===== src/sv/lrbc_pkg.sv =====
// ----------------------------------------------------------------------------
// Link reconnect backoff controller package
// Shared widths, register indexes and reset values.
// ----------------------------------------------------------------------------
package lrbc_pkg;

    localparam int unsigned TIME_W  = 32;
    localparam int unsigned COUNT_W = 8;
    localparam int unsigned IDX_W   = 2;

    typedef logic [TIME_W-1:0]  t_time;
    typedef logic [COUNT_W-1:0] t_count;

    typedef enum logic [IDX_W-1:0] {
        REG_CONNECT_TIMEOUT = 2'd0,
        REG_RETRY_INTERVAL  = 2'd1,
        REG_COOLDOWN        = 2'd2,
        REG_ATTEMPT_LIMIT   = 2'd3
    } t_reg_idx;

    localparam t_time  RST_CONNECT_TIMEOUT = 32'd10000;
    localparam t_time  RST_RETRY_INTERVAL  = 32'd5000;
    localparam t_time  RST_COOLDOWN        = 32'd300000;
    localparam t_count RST_ATTEMPT_LIMIT   = 8'd5;
    localparam t_count COUNT_MAX           = '1;

    localparam logic KIND_POLL    = 1'b0;
    localparam logic KIND_REQUEST = 1'b1;

endpackage


===== src/sv/lrbc_if.sv =====
// ----------------------------------------------------------------------------
// Link reconnect backoff controller channels
// Input, result and configuration write channels with valid/ready.
// ----------------------------------------------------------------------------
interface lrbc_in_if;
    logic                 valid;
    logic                 ready;
    logic                 kind;
    lrbc_pkg::t_time      now_ms;
    logic                 link_up;

    modport source (output valid, kind, now_ms, link_up, input ready);
    modport sink   (input valid, kind, now_ms, link_up, output ready);
endinterface

interface lrbc_out_if;
    logic                 valid;
    logic                 ready;
    logic                 accepted;
    logic                 start_link;
    logic                 first_start;
    logic                 drop_link;
    logic                 busy_connecting;
    logic                 in_cooldown;
    lrbc_pkg::t_count     attempt_count;

    modport source (output valid, accepted, start_link, first_start, drop_link,
                    busy_connecting, in_cooldown, attempt_count, input ready);
    modport sink   (input valid, accepted, start_link, first_start, drop_link,
                    busy_connecting, in_cooldown, attempt_count, output ready);
endinterface

interface lrbc_cfg_if;
    logic                 valid;
    logic                 ready;
    lrbc_pkg::t_reg_idx   reg_idx;
    lrbc_pkg::t_time      wdata;

    modport source (output valid, reg_idx, wdata, input ready);
    modport sink   (input valid, reg_idx, wdata, output ready);
endinterface


===== src/sv/link_reconnect_backoff_controller.sv =====
// ----------------------------------------------------------------------------
// Link reconnect backoff controller
// Starts, abandons and retries link connection attempts with a cooldown.
// ----------------------------------------------------------------------------
// Path: the input beat is taken into the input register, then the result register;
//   the state update and decision sit between the two.
// Throughput: one beat per cycle while o_res.ready; result register frees input.
// Reset: synchronous active low; clears control state and loads the
//   register defaults (timeout 10000, retry 5000, cooldown 300000, limit 5).
module link_reconnect_backoff_controller (
    input  logic        i_clk,
    input  logic        i_rst_n,
    lrbc_in_if.sink     i_in,
    lrbc_out_if.source  o_res,
    lrbc_cfg_if.sink    i_cfg
);

    // config registers
    lrbc_pkg::t_time  r_timeout;
    lrbc_pkg::t_time  r_retry;
    lrbc_pkg::t_time  r_cooldown_ms;
    lrbc_pkg::t_count r_limit;

    // input register
    logic             r_in_valid;
    logic             r_kind;
    lrbc_pkg::t_time  r_now;
    logic             r_up;

    // controller state
    logic             r_connecting;
    logic             r_started_once;
    lrbc_pkg::t_time  r_attempt_start;
    lrbc_pkg::t_time  r_last_attempt;
    lrbc_pkg::t_time  r_cooldown_start;
    logic             r_cooldown;
    lrbc_pkg::t_count r_attempts;

    logic             n_connecting;
    logic             n_started_once;
    lrbc_pkg::t_time  n_attempt_start;
    lrbc_pkg::t_time  n_last_attempt;
    lrbc_pkg::t_time  n_cooldown_start;
    logic             n_cooldown;
    lrbc_pkg::t_count n_attempts;

    // result register
    logic             r_out_valid;
    logic             r_started;
    logic             r_first;
    logic             r_drop;
    logic             r_busy;
    logic             r_in_cd;
    lrbc_pkg::t_count r_count;

    logic             w_fire;
    logic             w_start;
    logic             w_first;
    logic             w_drop;
    logic             w_wait;
    lrbc_pkg::t_time  w_run_time;
    lrbc_pkg::t_time  w_cd_time;
    lrbc_pkg::t_time  w_since_last;

    assign w_fire     = r_in_valid && (!r_out_valid || o_res.ready);
    assign i_in.ready = !r_in_valid || w_fire;
    assign i_cfg.ready = 1'b1;

    assign w_run_time   = r_now - r_attempt_start;
    assign w_cd_time    = r_now - r_cooldown_start;
    assign w_since_last = r_now - r_last_attempt;

    always_comb begin
        n_connecting     = r_connecting;
        n_started_once   = r_started_once;
        n_attempt_start  = r_attempt_start;
        n_last_attempt   = r_last_attempt;
        n_cooldown_start = r_cooldown_start;
        n_cooldown       = r_cooldown;
        n_attempts       = r_attempts;
        w_start          = 1'b0;
        w_first          = 1'b0;
        w_drop           = 1'b0;
        w_wait           = 1'b0;

        if (r_kind == lrbc_pkg::KIND_REQUEST) begin
            w_start = !r_up && !r_connecting;
        end else if (r_up) begin
            n_connecting = 1'b0;
            n_attempts   = '0;
            n_cooldown   = 1'b0;
        end else if (r_connecting) begin
            if (w_run_time >= r_timeout) begin
                w_drop         = 1'b1;
                n_connecting   = 1'b0;
                n_last_attempt = r_now;
                if (r_attempts >= r_limit) begin
                    n_cooldown       = 1'b1;
                    n_cooldown_start = r_now;
                end
            end
        end else begin
            if (r_cooldown) begin
                if (w_cd_time < r_cooldown_ms) begin
                    w_wait = 1'b1;
                end else begin
                    n_attempts = '0;
                    n_cooldown = 1'b0;
                end
            end
            w_start = !w_wait && (w_since_last >= r_retry);
        end

        if (w_start) begin
            w_first         = !r_started_once;
            n_last_attempt  = r_now;
            n_attempt_start = r_now;
            n_connecting    = 1'b1;
            n_started_once  = 1'b1;
            if (n_attempts != lrbc_pkg::COUNT_MAX) begin
                n_attempts = n_attempts + lrbc_pkg::t_count'(1);
            end
        end
    end

    always_ff @(posedge i_clk) begin
        if (!i_rst_n) begin
            r_timeout     <= lrbc_pkg::RST_CONNECT_TIMEOUT;
            r_retry       <= lrbc_pkg::RST_RETRY_INTERVAL;
            r_cooldown_ms <= lrbc_pkg::RST_COOLDOWN;
            r_limit       <= lrbc_pkg::RST_ATTEMPT_LIMIT;
        end else if (i_cfg.valid) begin
            case (i_cfg.reg_idx)
                lrbc_pkg::REG_CONNECT_TIMEOUT: r_timeout     <= i_cfg.wdata;
                lrbc_pkg::REG_RETRY_INTERVAL:  r_retry       <= i_cfg.wdata;
                lrbc_pkg::REG_COOLDOWN:        r_cooldown_ms <= i_cfg.wdata;
                lrbc_pkg::REG_ATTEMPT_LIMIT:
                    r_limit <= i_cfg.wdata[lrbc_pkg::COUNT_W-1:0];
                default: ;
            endcase
        end
    end

    always_ff @(posedge i_clk) begin
        if (!i_rst_n) begin
            r_in_valid <= 1'b0;
        end else if (i_in.ready) begin
            r_in_valid <= i_in.valid;
        end
    end

    always_ff @(posedge i_clk) begin
        if (i_in.valid && i_in.ready) begin
            r_kind <= i_in.kind;
            r_now  <= i_in.now_ms;
            r_up   <= i_in.link_up;
        end
    end

    always_ff @(posedge i_clk) begin
        if (!i_rst_n) begin
            r_connecting     <= 1'b0;
            r_started_once   <= 1'b0;
            r_attempt_start  <= '0;
            r_last_attempt   <= '0;
            r_cooldown_start <= '0;
            r_cooldown       <= 1'b0;
            r_attempts       <= '0;
        end else if (w_fire) begin
            r_connecting     <= n_connecting;
            r_started_once   <= n_started_once;
            r_attempt_start  <= n_attempt_start;
            r_last_attempt   <= n_last_attempt;
            r_cooldown_start <= n_cooldown_start;
            r_cooldown       <= n_cooldown;
            r_attempts       <= n_attempts;
        end
    end

    always_ff @(posedge i_clk) begin
        if (!i_rst_n) begin
            r_out_valid <= 1'b0;
        end else if (w_fire) begin
            r_out_valid <= 1'b1;
        end else if (o_res.ready) begin
            r_out_valid <= 1'b0;
        end
    end

    always_ff @(posedge i_clk) begin
        if (w_fire) begin
            r_started <= w_start;
            r_first   <= w_first;
            r_drop    <= w_drop;
            r_busy    <= n_connecting;
            r_in_cd   <= n_cooldown;
            r_count   <= n_attempts;
        end
    end

    assign o_res.valid           = r_out_valid;
    assign o_res.accepted        = r_started;
    assign o_res.start_link      = r_started;
    assign o_res.first_start     = r_first;
    assign o_res.drop_link       = r_drop;
    assign o_res.busy_connecting = r_busy;
    assign o_res.in_cooldown     = r_in_cd;
    assign o_res.attempt_count   = r_count;

`ifndef SYNTH
    a_start_busy: assert property (@(posedge i_clk) disable iff (!i_rst_n)
        (r_out_valid && r_started) |-> (r_busy && r_count != '0))
        else $error("started attempt not reported busy");

    a_drop_idle: assert property (@(posedge i_clk) disable iff (!i_rst_n)
        (r_out_valid && r_drop) |-> (!r_started && !r_busy))
        else $error("drop with start or busy");

    a_first_once: assert property (@(posedge i_clk) disable iff (!i_rst_n)
        (w_fire && w_first) |=> (r_started_once && r_connecting))
        else $error("first start did not mark state");

    a_cd_from_drop: assert property (@(posedge i_clk) disable iff (!i_rst_n)
        $rose(r_cooldown) |-> $past(w_fire && w_drop))
        else $error("cooldown began without a timeout");
`endif

endmodule


===== src/flat_wrapper.sv =====
// flat-port wrapper written by rule: the top's interface ports become plain ports
module link_reconnect_backoff_controller_flat 
  (i_clk, i_rst_n, i_in_valid, i_in_kind, i_in_now_ms, i_in_link_up, i_in_ready, o_res_valid, o_res_accepted, o_res_start_link, o_res_first_start, o_res_drop_link, o_res_busy_connecting, o_res_in_cooldown, o_res_attempt_count, o_res_ready, i_cfg_valid, i_cfg_reg_idx, i_cfg_wdata, i_cfg_ready);
  lrbc_in_if i_in_i ();
  lrbc_out_if o_res_i ();
  lrbc_cfg_if i_cfg_i ();
  input  logic i_clk;
  input  logic i_rst_n;
  input wire logic [$bits(i_in_i.valid)-1:0] i_in_valid;
  input wire logic [$bits(i_in_i.kind)-1:0] i_in_kind;
  input wire logic [$bits(i_in_i.now_ms)-1:0] i_in_now_ms;
  input wire logic [$bits(i_in_i.link_up)-1:0] i_in_link_up;
  output wire logic [$bits(i_in_i.ready)-1:0] i_in_ready;
  output wire logic [$bits(o_res_i.valid)-1:0] o_res_valid;
  output wire logic [$bits(o_res_i.accepted)-1:0] o_res_accepted;
  output wire logic [$bits(o_res_i.start_link)-1:0] o_res_start_link;
  output wire logic [$bits(o_res_i.first_start)-1:0] o_res_first_start;
  output wire logic [$bits(o_res_i.drop_link)-1:0] o_res_drop_link;
  output wire logic [$bits(o_res_i.busy_connecting)-1:0] o_res_busy_connecting;
  output wire logic [$bits(o_res_i.in_cooldown)-1:0] o_res_in_cooldown;
  output wire logic [$bits(o_res_i.attempt_count)-1:0] o_res_attempt_count;
  input wire logic [$bits(o_res_i.ready)-1:0] o_res_ready;
  input wire logic [$bits(i_cfg_i.valid)-1:0] i_cfg_valid;
  input wire logic [$bits(i_cfg_i.reg_idx)-1:0] i_cfg_reg_idx;
  input wire logic [$bits(i_cfg_i.wdata)-1:0] i_cfg_wdata;
  output wire logic [$bits(i_cfg_i.ready)-1:0] i_cfg_ready;
  assign i_in_i.valid = i_in_valid;
  assign i_in_i.kind = i_in_kind;
  assign i_in_i.now_ms = i_in_now_ms;
  assign i_in_i.link_up = i_in_link_up;
  assign i_in_ready = i_in_i.ready;
  assign o_res_valid = o_res_i.valid;
  assign o_res_accepted = o_res_i.accepted;
  assign o_res_start_link = o_res_i.start_link;
  assign o_res_first_start = o_res_i.first_start;
  assign o_res_drop_link = o_res_i.drop_link;
  assign o_res_busy_connecting = o_res_i.busy_connecting;
  assign o_res_in_cooldown = o_res_i.in_cooldown;
  assign o_res_attempt_count = o_res_i.attempt_count;
  assign o_res_i.ready = o_res_ready;
  assign i_cfg_i.valid = i_cfg_valid;
  assign i_cfg_i.reg_idx = i_cfg_reg_idx;
  assign i_cfg_i.wdata = i_cfg_wdata;
  assign i_cfg_ready = i_cfg_i.ready;
  link_reconnect_backoff_controller u_core (.i_clk(i_clk), .i_rst_n(i_rst_n), .i_in(i_in_i), .o_res(o_res_i), .i_cfg(i_cfg_i));
endmodule

===== config.mk =====
export PLATFORM = sky130hd
export DESIGN_NAME = link_reconnect_backoff_controller_flat
export DESIGN_NICKNAME = d
export VERILOG_FILES = /design/src/sv/lrbc_pkg.sv /design/src/sv/lrbc_if.sv /design/src/sv/link_reconnect_backoff_controller.sv /design/src/flat_wrapper.sv
export SDC_FILE = /design/constraint.sdc
export NUM_CORES = 1
export LEC_CHECK = 0
export ABC_AREA = 1
export BUFFER_PORTS_ARGS = -buffer_cell sky130_fd_sc_hd__buf_2
export CORE_MARGIN = 2
export CORE_UTILIZATION = 40
export DETAILED_ROUTE_END_ITERATION = 12
export GPL_ROUTABILITY_DRIVEN = 0
export SYNTH_ARGS = -nofsm -noshare
export SYNTH_HDL_FRONTEND = slang
export SYNTH_SLANG_ARGS = --single-unit
export TNS_END_PERCENT = 10

===== constraint.sdc =====
create_clock -name i_clk -period 8.2 [get_ports i_clk]
set_input_delay 0.41 -clock i_clk [delete_from_list [all_inputs] [get_ports i_clk]]
set_output_delay 0.41 -clock i_clk [all_outputs]
set_load 0.1 [all_outputs]

==> flow_metrics.tcl, run 1 <==
set metrics [dict create \
    ff2ff_path_depth 35 \
    clk_pin_slew_ns 0.06 \
    slew_viol_final 0 \
    crit_type "register to register" \
    setup_slack_ns 2.40 \
    yosysSeqAreaShare_pct 35.0 \
    timing.final.crit_share_pct 70.7 \
    fin_nets 2440 \
    viasPerCell 5.16 \
    wire_per_inst_microns 16.3 \
    cts_root_buf "clkbuf_16" \
    finalSetupTns_ns 0 \
    relSlewSlack_pct 32.6 \
    antenna_found_initial 1 \
    max_stage_delay_ns 0.43 \
    die_h_microns 205 \
    synth_area_leader_cell "dfxtp_1" \
    track_usage_pct 21.2 \
    min_path_type "input pin to register" \
    vdd.ir_drop.worst_mv 0.130 \
    clock_latency_ns 0.57 \
    leakage_nw 7.86 \
    yosys-top-cells-area "dfxtp_1 (26%), ha_1 (15%), a21oi_1 (9.4%), edfxtp_1 (8.7%), inv_1 (7.2%)" \
    max_freq_mhz 173 \
    critPathMaxFanout 11 \
    finalPower_mw 3.84 \
    diodes 0 \
    r2r-start "u_core.r_now[0]" \
    ys_async_sr_fraction_pct 0 \
    drtAntennaViolNets 0 \
    ys_warn_count 0 \
    grt_max_degree 107 \
    clock-sinks 260 \
    grt-ovfl-total 0 \
    dieArea_sq_um 42100 \
    crit_arrival_ns 6.11 \
    drcViolationCount 0 \
    fillCellCount 4008 \
    setup_viol 0 \
    initial_core_util_pct 40.7 \
    rows 73 \
    cap_violations 0 \
    synth_fp_nets 2362 \
    syn_area_sq_um 16200 \
    crit_end "u_core.o_res.attempt_count[6]" \
    avgSynthCellArea_sq_um 7.75 \
    netlist_top_cells_count "inv_1 (311), a21oi_1 (303), nand2_1 (265)" \
    fin_skew_ns 0.0199 \
    synth_edf_count 47 \
    fin_util_pct 46.0 \
    syn_inst 2089 \
    crit_path_start "u_core.r_now[0]" \
    clk_path_buf_depth 3 \
    coreArea_sq_um 39800 \
    cts_buffers 31 \
    pre_cts_slack_ns 2.46 \
    status "finished, final reports clean" \
    worstPathRequired_ns 8.52 \
    hold_violations 0 \
    regToRegEndpoint "u_core.o_res.attempt_count[6]" \
    yosysMostFrequentCell "inv_1" \
    num_vias 13999 \
    synth.top_cell.area_share_pct 26.3 \
    p_per_area_nw_per_um2 210 \
    cp-end-kind "register" \
    yosys.cell_types.count 57 \
    ys_ff_latch 260 \
    cts_tree "yes" \
    finalNonFillerCells 2715 \
    portBuffers 88 \
    r2r_slack_ns 2.40 \
    rsz0062_at_grt "false" \
    period_needed_ns 5.80 \
    wirelength_microns 44300 \
    cp_slowest_cell "edfxtp_1" \
    worst_setup_path_start_kind "register" \
    io_pins 90 \
    htree_levels 1 \
    placed_cells 2644 \
    grt_pass1_wl_microns 70900 \
    drive_above_1_share_pct 8.81 \
    areaGrowthSynthToFinish_pct 13.0 \
    worst_slew_pin_slew_ns 1.01 \
    dr.first_iter.drc_count 874 \
    grt_pass1_vias 13489 \
    firstDrtPassIters 5 \
    cpMostUsedCell "nand2_1" \
    die_width_microns 205 \
    hpwl_microns 33800 \
    ys.flop_type "dfxtp_1" \
]
==> cell usage in the layout, fill, tap and decap left out, types with 5 or more instances in the layout <==
| cell | instances |
|---|---|
| nor2_1 | 146 |
| o21ai_0 | 183 |
| dfxtp_1 | 213 |
| a21boi_2 | 5 |
| o21ai_2 | 5 |
| edfxtp_1 | 47 |
| buf_4 | 10 |
| dlygate4sd3_1 | 15 |
| clkbuf_16 | 33 |
| buf_2 | 87 |
| xnor2_1 | 31 |
| nand2_1 | 265 |
| nand3_1 | 55 |
| ha_1 | 197 |
| bufinv_16 | 5 |
| nor3_1 | 12 |
| o21ai_1 | 60 |
| nand4_1 | 18 |
| a21o_1 | 7 |
| clkbuf_8 | 5 |
| a21oi_1 | 303 |
| xor2_1 | 61 |
| clkbuf_1 | 8 |
| inv_1 | 310 |
| o211ai_1 | 26 |
| a31oi_1 | 7 |
==> final cells by class <==
class | count | area, sq um | area share [%]
Tap cell | 525 | 657 | 3.59
Clock inverter | 10 | 176 | 0.964
Clock buffer | 46 | 925 | 5.05
Multi-Input combinational cell | 1444 | 9010 | 49.2
Timing Repair Buffer | 112 | 661 | 3.61
Inverter | 318 | 1200 | 6.54
Sequential cell | 260 | 5680 | 31.0
==> state kept, by name, indices dropped and copies added, names as in the netlist, 8 cells and up <==
register,cells
u_core.r_now,32
u_core.r_cooldown_ms,32
u_core.r_timeout,32
u_core.r_cooldown_start,32
u_core.r_attempt_start,32
u_core.o_res.attempt_count,8
u_core.r_limit,8
u_core.r_last_attempt,32
u_core.r_attempts,8
u_core.r_retry,32
==> worst min-delay path by stage <==
stage,start,to,slack (ns),depth (start not counted)
5_1_grt,i_in_now_ms[9],u_core.r_now[9],0.01,1
4_1_cts,i_in_now_ms[9],u_core.r_now[9],0.002,1
2_1_floorplan,u_core.r_cooldown_start[0],u_core.r_cooldown_start[0],0.43,2
3_5_place_dp,u_core.r_started_once,u_core.r_started_once,0.45,2
6_report,i_in_now_ms[9],u_core.r_now[9],0.03,1
3_3_place_gp,u_core.r_attempt_start[22],u_core.r_attempt_start[22],0.44,2
==> repair_timing <==
item	4_1_cts	5_1_grt
setup buffers	0	0
gates resized for setup	0	0
hold endpoints to repair	15	0
hold buffers	15	0
==> metal layers <==
| layer | vias up | wire length, microns | track usage (%) |
|---|---|---|---|
| met5 | - | 0 | 0 |
| li1 | 7175 | - | - |
| met1 | 6416 | 20700 | 28.9 |
| met4 | 0 | 1350 | 6.89 |
| met2 | 332 | 20100 | 35.2 |
| met3 | 76 | 2150 | 2.33 |
==> power by group <==
group | internal [mW] | switching, mW
registers | 1.37 | 0.0394
logic | 0.346 | 0.612
clock network | 0.930 | 0.545
==> stage by stage <==
stage / instance area [sq um] / hold slack (ns)
final: 18300 / 0.0263
after global routing: 18300 / 0.00961
after CTS: 18300 / 0.00163
after detailed placement: 17100 / 0.446
after global placement: 17100 / 0.443
after floorplan: 16200 / 0.427
==> critical path: cells and delay by family (launching register included) <==
| family | cells | cell delay (ns) |
|---|---|---|
| compound gates | 8 | 1.22 |
| xor+xnor | 1 | 0.26 |
| fa+ha+maj | 4 | 1.10 |
| buf+inv | 4 | 0.36 |
| flops | 1 | 0.43 |
| simple gates | 18 | 2.17 |
==> cell families (layout without fill, tap and decap cells) <==
group / count (synthesis) / after routing / share of synthesized area, %
buffers and inverters: 385 / 486 / 9.33
other: 1 / 1 / 0.0232
adder cells (fa/ha/maj): 200 / 200 / 15.6
AO/OA/AOI/OAI: 625 / 625 / 20.9
flip-flops: 260 / 260 / 35.0
AND/OR/NAND/NOR: 526 / 526 / 14.2
XOR/XNOR: 92 / 92 / 4.97
Note: power is estimated with default switching activity, not from simulation.
==> inputs of run 2 (changes only) <==
==> constraint.sdc (replaced) <==
create_clock -name i_clk -period 5.5 [get_ports i_clk]
set_input_delay 0.275 -clock i_clk [delete_from_list [all_inputs] [get_ports i_clk]]
set_output_delay 0.275 -clock i_clk [all_outputs]
set_load 0.1 [all_outputs]
==> run 2 against run 1 <==
Global-route usage decreased by 0.30 points; non-clock buffer count grew 59; hold slack improved by 0.0057 ns; register-to-register slack lost 2.1 ns; die area unchanged; cell area is 2.7% higher; first-iteration DRC count fell by 3.1%; total power is 47% higher; sequential share of layout area fell by 0.81 points; via count grew 0.44%.
==> flow_metrics.tcl, run 2 (same netlist as run 1, synthesis figures left out) <==
set metrics [dict create \
    diodes 0 \
    max_freq_mhz 191 \
    vdd.ir_drop.worst_mv 0.229 \
    die_h_microns 205 \
    cts_buffers 30 \
    placed_area_sq_um 17200 \
    cts_tree "yes" \
    clock-sinks 260 \
    slew_viol_final 0 \
    drive_above_1_share_pct 10.4 \
    dieArea_sq_um 42100 \
    worstPathRequired_ns 5.82 \
    final_common_cell "inv_1" \
    grt-ovfl-total 0 \
    io_pins 90 \
    finalSetupTns_ns 0 \
    htree_levels 1 \
    dr.first_iter.drc_count 847 \
    rsz0062_at_grt "true" \
    num_vias 14060 \
    areaGrowthSynthToFinish_pct 16.0 \
    hold_violations 0 \
    firstDrtPassIters 5 \
    grt_max_degree 104 \
    worst_slew_pin_slew_ns 1.26 \
    wirelength_microns 44300 \
    rows 73 \
    initial_core_util_pct 40.7 \
    period_needed_ns 5.22 \
    antenna_found_initial 1 \
    cp_top_family "simple AND/OR/NAND/NOR gates" \
    critPathMaxFanout 5 \
    fin_skew_ns 0.0119 \
    portBuffers 88 \
    leakage_nw 8.10 \
    wire_per_inst_microns 16.0 \
    track_usage_pct 20.9 \
    timing.critical_path.buf_inv 4 \
    cp-end-kind "register" \
    drcViolationCount 0 \
    top_usage_layer "met2" \
    die_width_microns 205 \
    max_stage_delay_ns 0.42 \
    setup_viol 0 \
    crit_arrival_ns 5.54 \
    final_cell_mix "inv_1 (310), a21oi_1 (302), nand2_1 (265)" \
    p_per_area_nw_per_um2 300 \
    viasPerCell 5.07 \
    design_area_sq_um 18800 \
    fin_nets 2498 \
    grt_use_met1_pct 29.3 \
    timing.final.crit_share_pct 95.0 \
    finalNonFillerCells 2774 \
    min_path_type "input pin to register" \
    crit_type "register to register" \
    clock_latency_ns 0.57 \
    status "finished, final reports clean" \
    placed_cells 2658 \
    grt_pass1_vias 13249 \
    worst_setup_path_start_kind "register" \
    cap_violations 0 \
    clk_pin_slew_ns 0.06 \
    cts_root_buf "clkbuf_16" \
    clk_path_buf_depth 3 \
    drtAntennaViolNets 0 \
    fin_util_pct 47.2 \
    cpMostUsedCell "nand2_1" \
    grt_pass1_wl_microns 70000 \
    hpwl_microns 33900 \
    use_met2_pct 34.6 \
    grtUsageMet3_pct 2.14 \
    coreArea_sq_um 39800 \
    cp_slowest_cell "edfxtp_1" \
    relSlewSlack_pct 15.7 \
]
run 2: changes by cell type in the layout (fill, tap and decap cells not counted), moves of 3 or more:
cell and change:
buf_4 +31, ha_2 +4, dlygate4sd3_1 +28, clkbuf_8 +3, ha_1 -4
run 2: layout make-up:
cell class	count	area (sq um)
fill	3953	21000
tap	525	657
clock inverter	8	118
sequential	260	5680
clock buffer	48	920
multi-input combinational	1444	9050
timing repair buffer	171	1170
inverter	318	1200
run 2: path summary, 6_finish.rpt:
path                            cells past startpoint                             to  slack, ns                   from
worst min register to register                      2          u_core.r_started_once       0.46  u_core.r_started_once
worst min-delay path                                3              u_core.r_limit[2]       0.03         i_cfg_wdata[2]
worst max-delay path                               35  u_core.o_res.attempt_count[6]       0.28        u_core.r_now[0]
worst max register to register                     35  u_core.o_res.attempt_count[6]       0.28        u_core.r_now[0]
run 2: layer usage:
layer	up-vias	share of wire, %
met3	51	4.1
met5	-	0
met4	0	2.0
li1	7291	-
met1	6455	49
met2	263	45
run 2: where the power goes:
group	switching, mW	total [mW]	internal (mW)	leakage, nW
Combinational	0.923	1.46	0.542	5.39
Sequential	0.0573	2.10	2.04	2.20
Clock	0.802	2.08	1.28	0.513
run 2: what timing repair did:
action,in CTS,in global routing
endpoints found under the setup margin,0,53
hold buffers,42,1
endpoints found under the hold margin,43,1
setup buffers,0,17
resized for setup,0,12
run 2: worst min-delay path: stages:
cell	delay [ns]
buf_2	0.14
a21oi_1	0.08
o21ai_0	0.07
run 2: stage by stage:
stage | setup WS [ns] | power (mW) | hold WS (ns)
after floorplan | 0.950 | 3.17 | 0.374
after global placement | 0.245 | 3.52 | 0.438
after detailed placement | 0.127 | 3.55 | 0.441
after CTS | 0.107 | 5.68 | 0.000556
after global routing | -0.0366 | 6.00 | 0.0335
final | 0.277 | 5.64 | 0.0320
==> inputs of run 3 (changes only) <==
--- a/config.mk
+++ b/config.mk
@@ -8,9 +8,10 @@
 export ABC_AREA = 1
 export BUFFER_PORTS_ARGS = -buffer_cell sky130_fd_sc_hd__buf_2
 export CORE_MARGIN = 2
-export CORE_UTILIZATION = 40
+export CORE_UTILIZATION = 62
 export DETAILED_ROUTE_END_ITERATION = 12
 export GPL_ROUTABILITY_DRIVEN = 0
+export PLACE_DENSITY = 0.81
 export SYNTH_ARGS = -nofsm -noshare
 export SYNTH_HDL_FRONTEND = slang
 export SYNTH_SLANG_ARGS = --single-unit
==> run 3 against run 2 <==
Via count rose by 3.1%; core utilization rose by 24 points; sequential power barely moved; critical endpoint is now u_core.r_last_attempt[17]; clock power fell by 9%; sequential share of layout area rose by 0.70 points; routed wire length fell by 6.2%; worst setup slack improved by 0.00069 ns; critical path type unchanged.
==> flow_metrics.tcl, run 3 (same netlist as run 1, synthesis figures left out) <==
set metrics [dict create \
    status "finished, final reports clean" \
    hold_violations 0 \
    htree_levels 1 \
    final_common_cell "inv_1" \
    rsz0062_at_grt "false" \
    fin_nets 2484 \
    crit_type "register to register" \
    whs_ns 0.0196 \
    worst_setup_path_start_kind "register" \
    vdd.ir_drop.worst_mv 0.306 \
    cap_violations 0 \
    initial_core_util_pct 62.7 \
    cts_buffers 29 \
    cts_tree "yes" \
    viasPerCell 5.64 \
    max_freq_mhz 191 \
    wire_per_inst_microns 16.2 \
    num_vias 14500 \
    die_width_microns 166 \
    antenna_found_initial 0 \
    seqCellArea_sq_um 5680 \
    period_needed_ns 5.22 \
    clk_pin_slew_ns 0.06 \
    grt_pass1_wl_microns 68000 \
    swShare_pct 32.9 \
    rows 59 \
    final_cell_mix "inv_1 (310), a21oi_1 (303), nand2_1 (265)" \
    min_path_type "input pin to register" \
    power_frac_seq_pct 38.5 \
    cts_root_buf "clkbuf_16" \
    fin_skew_ns 0.0112 \
    clock-sinks 260 \
    hpwl_microns 30900 \
    areaGrowthSynthToFinish_pct 13.4 \
    max_stage_delay_ns 0.43 \
    p_clk_share_pct 34.6 \
    io_pins 90 \
    setup_viol 0 \
    diodes 0 \
    cp-end-kind "register" \
    fillCellCount 2069 \
    coreArea_sq_um 25800 \
    timing.final.crit_share_pct 94.9 \
    multi_input_area_sq_um 9070 \
    finalSetupTns_ns 0 \
    p_per_area_nw_per_um2 297 \
    combPwrFrac_pct 26.8 \
    grt-ovfl-total 0 \
    critPathMaxFanout 18 \
    leakage_nw 7.99 \
    clk_path_buf_depth 3 \
    dr.first_iter.drc_count 1343 \
    p_switching_mw 1.79 \
    drive_above_1_share_pct 9.80 \
    firstDrtPassIters 6 \
    grt_max_degree 119 \
    finalPower_mw 5.45 \
    wirelength_microns 41500 \
    p_int_mw 3.66 \
    worstPathRequired_ns 5.98 \
    dieArea_sq_um 27400 \
    slew_viol_final 0 \
    grt_pass1_vias 13645 \
    track_usage_pct 29.7 \
    cp_slowest_cell "edfxtp_1" \
    crit_arrival_ns 5.71 \
    portBuffers 88 \
    clock_latency_ns 0.56 \
    relSlewSlack_pct 22.9 \
    drcViolationCount 0 \
    die_h_microns 166 \
    worst_slew_pin_slew_ns 1.15 \
    drtAntennaViolNets 0 \
]
-- run 3: repair_timing --
item / in CTS / in global routing
endpoints found under the hold margin: 43 / 0
gates resized for setup: 0 / 11
setup endpoints to repair: 0 / 15
buffers inserted: 0 / 11
hold buffers: 42 / 0
-- run 3: worst paths after layout --
kind	from	endpoint	depth (start not counted)	slack [ns]
min	o_res_ready	u_core.o_res.valid	4	0.02
max	u_core.r_now[0]	u_core.r_last_attempt[17]	28	0.28
min reg2reg	u_core.r_started_once	u_core.r_started_once	2	0.45
max reg2reg	u_core.r_now[0]	u_core.r_last_attempt[17]	28	0.28
-- run 3: worst max-delay path, delay by kind of cell, from the launching register on --
family | cells | cell delay (ns)
AND/OR/NAND/NOR | 16 | 2.42
adder cells (fa/ha/maj) | 3 | 0.85
AO/OA/AOI/OAI | 4 | 0.81
buffers and inverters | 4 | 0.51
flip-flops | 1 | 0.43
XOR/XNOR | 1 | 0.10
-- run 3: through the flow --
step	instance area (sq um)	utilization, %	setup WS [ns]	instances
after floorplan	16200	-	0.950	2089
after global placement	16900	65.4	0.476	2462
after detailed placement	16900	65.4	0.345	2462
after CTS	18200	70.6	0.314	2558
after global routing	18400	71.1	0.00471	2569
final	18400	71.1	0.278	2569
-- run 3: power groups by stage --
stage / sequential, mW / clock, mW / combinational (mW)
after floorplan: 2.17 / 0 / 1.00
after global placement: 2.14 / 0 / 1.34
after detailed placement: 2.14 / 0 / 1.40
after CTS: 2.10 / 1.91 / 1.43
after global routing: 2.11 / 1.99 / 1.65
final: 2.10 / 1.89 / 1.46
-- run 3: final cells by class --
| class | instances | area share [%] |
|---|---|---|
| Multi-Input combinational cell | 1444 | 49.4 |
| Sequential cell | 260 | 30.9 |
| Inverter | 318 | 6.51 |
| Timing Repair Buffer | 158 | 5.91 |
| Clock buffer | 38 | 4.41 |
| Tap cell | 335 | 2.28 |
| Clock inverter | 16 | 0.627 |
-- run 3: routing by layer --
layer / global-route usage, % / routed length (microns) / vias to the layer above
met3: 3.35 / 2570 / 95
met2: 49.3 / 18800 / 496
li1: - / - / 7264
met1: 40.7 / 18700 / 6645
met4: 9.83 / 1450 / 0
met5: 0 / 0 / -
